$ cat src/hdl/tsp_permutation_range_search_assert.svh
// Assertion macros for the permutation range search block.
`ifndef TSP_PERMUTATION_RANGE_SEARCH_ASSERT_SVH
`define TSP_PERMUTATION_RANGE_SEARCH_ASSERT_SVH

// Same-cycle implication, checked outside reset.
`define TSPRS_ASSERT_IMP(label, clk, rst_n, ante, cons, msg) \
    label: assert property (@(posedge clk) disable iff (!rst_n) (ante) |-> (cons)) \
        else $error(msg);

// Next-cycle implication, checked outside reset.
`define TSPRS_ASSERT_NXT(label, clk, rst_n, ante, cons, msg) \
    label: assert property (@(posedge clk) disable iff (!rst_n) (ante) |=> (cons)) \
        else $error(msg);

`endif

$ cat src/hdl/tsprs_ram.sv
// Generic single-write, single-read RAM with registered read data.
module tsprs_ram #(
    parameter int WIDTH = 16,
    parameter int DEPTH = 256
) (
    input  logic                     i_clk,
    input  logic                     i_we,
    input  logic [$clog2(DEPTH)-1:0] i_waddr,
    input  logic [WIDTH-1:0]         i_wdata,
    input  logic [$clog2(DEPTH)-1:0] i_raddr,
    output logic [WIDTH-1:0]         o_rdata
);

    logic [WIDTH-1:0] r_mem [DEPTH];
    logic [WIDTH-1:0] r_rdata;

    always_ff @(posedge i_clk) begin
        if (i_we) begin
            r_mem[i_waddr] <= i_wdata;
        end
        r_rdata <= r_mem[i_raddr];
    end

    assign o_rdata = r_rdata;

endmodule

$ cat config.mk
export PLATFORM = sky130hd
export DESIGN_NAME = tsprs_ram
export DESIGN_NICKNAME = d
export VERILOG_FILES = /design/src/hdl/tsp_permutation_range_search_assert.svh /design/src/hdl/tsprs_ram.sv
export SDC_FILE = /design/constraint.sdc
export NUM_CORES = 2
export LEC_CHECK = 0
export BUFFER_PORTS_ARGS = -buffer_cell sky130_fd_sc_hd__buf_4
export CAP_MARGIN = 25
export CORE_ASPECT_RATIO = 0.5
export CORE_MARGIN = 4
export CORE_UTILIZATION = 31
export CTS_CLUSTER_SIZE = 8
export DETAILED_ROUTE_END_ITERATION = 10
export PLACE_DENSITY = 0.54
export SLEW_MARGIN = 20
export SYNTH_ARGS = -nofsm -noshare
export SYNTH_HDL_FRONTEND = slang
export SYNTH_SLANG_ARGS = --single-unit
export TNS_END_PERCENT = 1
$ cat constraint.sdc
create_clock -name i_clk -period 4.7 [get_ports i_clk]
set_input_delay 0.94 -clock i_clk [delete_from_list [all_inputs] [get_ports i_clk]]
set_output_delay 0.94 -clock i_clk [all_outputs]
set_load 0.03 [all_outputs]
After elaboration in Yosys (flattened, before gate mapping)
Memory sizes are Yosys's and may differ from the RTL's. A register that Yosys moved wholly into a read port is not among the register bits. Cells that the tools add are included.

Mux-type cells: 2.

Operators with widths (number): $mux W1 (2).

Register bits after elaboration: 0. RAM bits: 4096. Bits of input ports: 34. Output and inout bits: 16. Memories: 1.

Memories: r_mem (words 256, bits a word 16, read ports 1, clocked after Yosys merged registers in 1, write ports 1, RTL line tsprs_ram.sv:14) `logic [WIDTH-1:0] r_mem [DEPTH];`.

Longest topological paths before layout
Word-level depth: 2. Gate-level depth with buffers: 12. Gate-level depth less buffers: 6.

Least setup slack after synthesis
No wires, ideal clock.

Path type: input-to-reg. Start: input i_waddr[3]. End: memory r_mem[235][0], enable pin. Library setup time: 0.388 ns. Arrival: 2.717 ns. Path slack: 1.595 ns. Stages on the path: 6. Buffers on the path: 3. Cells stage by stage: clkbuf_1 > nor2b_1 > clkbuf_1 > nand4_1 > clkbuf_1 > nor2_1.

RTL lines: from (decl) (RTL line tsprs_ram.sv:8) `input logic [$clog2(DEPTH)-1:0] i_waddr,`; to (decl) (RTL line tsprs_ram.sv:14).

No word-level cell before the write port.

==> impl_metrics.csv <==
group,metric,value,unit
power,clkPwrFrac,45.6,%
global_route,grt_first_pass_wirelength,633000,microns
yosys,synth-edff-count,4096,
floorplanning,core_area,509000,sq um
floorplanning,die_w,1020,microns
power,p_leak,59.1,nW
cts,cts_setup_buffers,0,
yosys,syn_area_per_cell,21.6,sq um
power,p_int,64.6,mW
floorplanning,num_io_pins,50,
critical_path,path_class,"input pin to flop",
critical_path,cp_common_cell,"buf_4",
critical_path,critPathLaunchType,"input pin",
global_route,grt_start_max_net_pins,135,
detailed_routing,route.met3.wl,33500,microns
power,seqPwrFrac,49.5,%
yosys,ys.flop_type,"edfxtp_1",
timing,worst_clock_skew,0.0480,ns
cts,cts_buffer_depth,4,
timing,fin_crit_sh,83.6,%
cells_and_area,drive_gt1_share,28.2,%
critical_path,crit_chain,"buf_16 > buf_4 > buf_12 > buf_4 > mux2i_1 > o221ai_1 > a21oi_1 > nor3_1 > o32ai_1 > buf_4 > nor4_1",
min_path,min_to,"r_mem[101][12]$_DFFE_PP_",
yosys,yosys-top-cells-count,"4096 x edfxtp_1, 797 x mux4_2, 565 x mux2i_1, 304 x nor2_1, 252 x o221ai_1",
cts,ctsHoldBuffers,0,
placed_design,io_buffer_count,49,
detailed_routing,wl_per_cell,30.0,microns
yosys,ys_warn_count,0,
yosys,synthTopCellsByArea,"edfxtp_1 77%, mux4_2 11%, mux2i_1 3.6%",
cts,clock-sinks,4112,
outcome,status,"completed",
detailed_routing,wl,453000,microns
timing,slew_headroom,9.62,%
detailed_routing,drt_iter0_markers,9584,
power,irDropWorstVdd,0.356,mV
detailed_routing,via_per_inst,5.29,
yosys,yosysUniqueCellTypes,52,
yosys,synth.most_common_cell,"edfxtp_1",
timing,tightest_slew,1.36,ns
power,powerDensity,439,nW/um^2
critical_path,critPathArrivalTime,4.75,ns
timing,fmax,0.254,GHz
timing,maxSlewViolCount,0,
detailed_routing,route.detailed.drc,0,
run,maxCapViolCount,0,
critical_path,critPathMaxStageDelay,0.87,ns
detailed_routing,wl_met1,196000,microns
critical_path,critPathMaxFanout,44,
cells_and_area,area_delta_synth_final,17.8,%
yosys,synth-seq-area-share,77.7,%
global_route,grt_pass1_vias,79400,
yosys,synth_cells,7360,
cts,numCtsBuffers,588,
timing,rsz0062_at_grt,"false",
detailed_routing,drtAntennaViolNets,0,
min_path,hold_path_startpoint,"i_wdata[12]",
yosys,syn_nets,7394,
power,switching_share,21.3,%
critical_path,path_buf_inv,5,
min_path,hold-path-cell-count,1,
global_route,grt_usage,16.8,%
critical_path,ff2ff_path_depth,6,
critical_path,reg2reg_to,"o_rdata[1]$_DFF_P_",
power,comb_power_share,4.9,%
detailed_routing,dr_wl_met2,209000,microns
cells_and_area,final_nets,8207,
cts,clock_latency,0.94,ns
yosys,ys_async_sr_fraction,0,%
critical_path,critical_path.slowest_cell,"nor3_1",
floorplanning,initial_core_util,31.2,%
yosys,ys_ff_latch,4112,
floorplanning,core.rowCount,185,
global_route,grt_overflow,0,
global_route,antenna_found_initial,29,
placed_design,dp_hpwl,273000,microns
detailed_routing,highest_layer,"met5",
critical_path,cp_top_family,"buffers and inverters",
yosys,yosys.area.top_type,"edfxtp_1",
floorplanning,die_area,524000,sq um
timing,final.setup.tns,0,ns
power,switching_power,17.5,mW
critical_path,critical_path_required,5.52,ns
cts,cts.repair.resized,0,
cts,clk_pin_slew,0.05,ns
timing,min_period,3.93,ns
critical_path,end_kind,"flop",
min_path,hold_path_class,"input pin to flop",
timing,finalSetupViolCount,0,
critical_path,reg2reg_from,"r_mem[58][1]$_DFFE_PP_",
floorplanning,die_height,514,microns
cts,cts_tree,"done",
cts,clock-root-buffer,"clkbuf_16",
placed_design,place_congestion,0.859,
yosys,syn_area,159000,sq um
critical_path,rrSetupSlack,1.50,ns
power,finalPower,82.1,mW
cts,htree_num_levels,6,
yosys,yosysTopAreaCellShare,77.5,%
detailed_routing,via_count,80000,
detailed_routing,drt_pass1_iterations,5,
timing,final-hold-violation-count,0,
## metal layers
layer  vias to the layer above  track usage, %
li1                      32700               -
met1                     43200            24.2
met2                      3394            26.0
met3                       635            2.96
met4                         2            5.16
met5                         -               0
## worst max-delay path by stage
stage / startpoint / end / slack, ns / cells after the start
after floorplan: i_waddr[3] / r_mem[235][0]$_DFFE_PP_ / 1.60 / 6
after global placement: i_raddr[0] / o_rdata[0]$_DFF_P_ / -0.06 / 11
after detailed placement: i_raddr[0] / o_rdata[0]$_DFF_P_ / -0.07 / 11
after CTS: i_raddr[0] / o_rdata[0]$_DFF_P_ / 0.94 / 11
after global routing: i_raddr[0] / o_rdata[0]$_DFF_P_ / 0.85 / 11
final: i_raddr[0] / o_rdata[0]$_DFF_P_ / 0.77 / 11
## power by group through the flow
| stage | Combinational [mW] | Sequential, mW | Clock [mW] |
|---|---|---|---|
| after floorplan | 1.99 | 41.3 | 0 |
| after global placement | 4.03 | 41.3 | 0 |
| after detailed placement | 4.07 | 41.3 | 0 |
| after CTS | 4.08 | 40.6 | 38.1 |
| after global routing | 4.24 | 40.6 | 39.8 |
| final | 4.04 | 40.6 | 37.4 |
## layout by cell type (no fill, tap or decap), types with 9 or more instances in the layout
cell type  synthesis  layout
clkbuf_1         230      44
mux4_2           797     797
nand2_1           38      37
a221oi_1          28      28
edfxtp_1        4096    4096
o21ai_0           37      37
and3_1            11      11
mux2_2            88      88
nand4_1           26      26
a22oi_1           43      43
a22o_1            32      32
nand3_1           35      26
a211oi_1          18      18
nor2_1           304     200
o221ai_1         252     252
nor4_1            17      17
buf_4             26     580
o22ai_1          148     148
nand3_2            0       9
clkbuf_16          0     604
o31ai_1           16      16
nor3_1            92      88
inv_6              0      12
mux2i_1          565     565
clkinv_8           0      12
dfxtp_1           16      16
diode_2            0      12
a21oi_1          175     175
buf_12             5      74
nor2b_1            9       9
buf_8             11      17
nor2_2             0     103
o32ai_1           20      17
## through the flow
stage / setup WS [ns] / instance area (sq um) / hold slack, ns / cells / util, %
after floorplan: 1.60 / 159000 / 0.854 / 7360 / -
after global placement: -0.0609 / 171000 / 1.08 / 14400 / 33.6
after detailed placement: -0.0688 / 171000 / 1.09 / 14400 / 33.6
after CTS: 0.941 / 187000 / 0.150 / 15100 / 36.7
after global routing: 0.852 / 187000 / 0.183 / 15100 / 36.7
final: 0.770 / 187000 / 0.230 / 15100 / 36.7
## logic make-up (layout without fill, tap and decap cells)
family	Yosys count	in the layout	synth area share, %
other	0	12	0
DFF	4112	4112	77.7
muxes	1450	1450	15.5
and+or+nand+nor	556	556	1.57
buffers and inverters	456	1359	1.69
AOI/OAI and AO/OA	786	786	3.54
## area by class of cell
cell class                 count  area [sq um]
clock inverter                32           490
inverter                       4          27.5
timing repair buffer         675          6150
multi-input combinational   2792         33100
fill                       46200        322000
tap                         6825          8540
clock buffer                 648         15300
sequential                  4112        123000
antenna                       12          30.0
## sequential cells by signal, summed over array words and instances, names as in the netlist
register / cells
r_mem: 4096
o_rdata: 16
(Power assumes the default switching activity.)
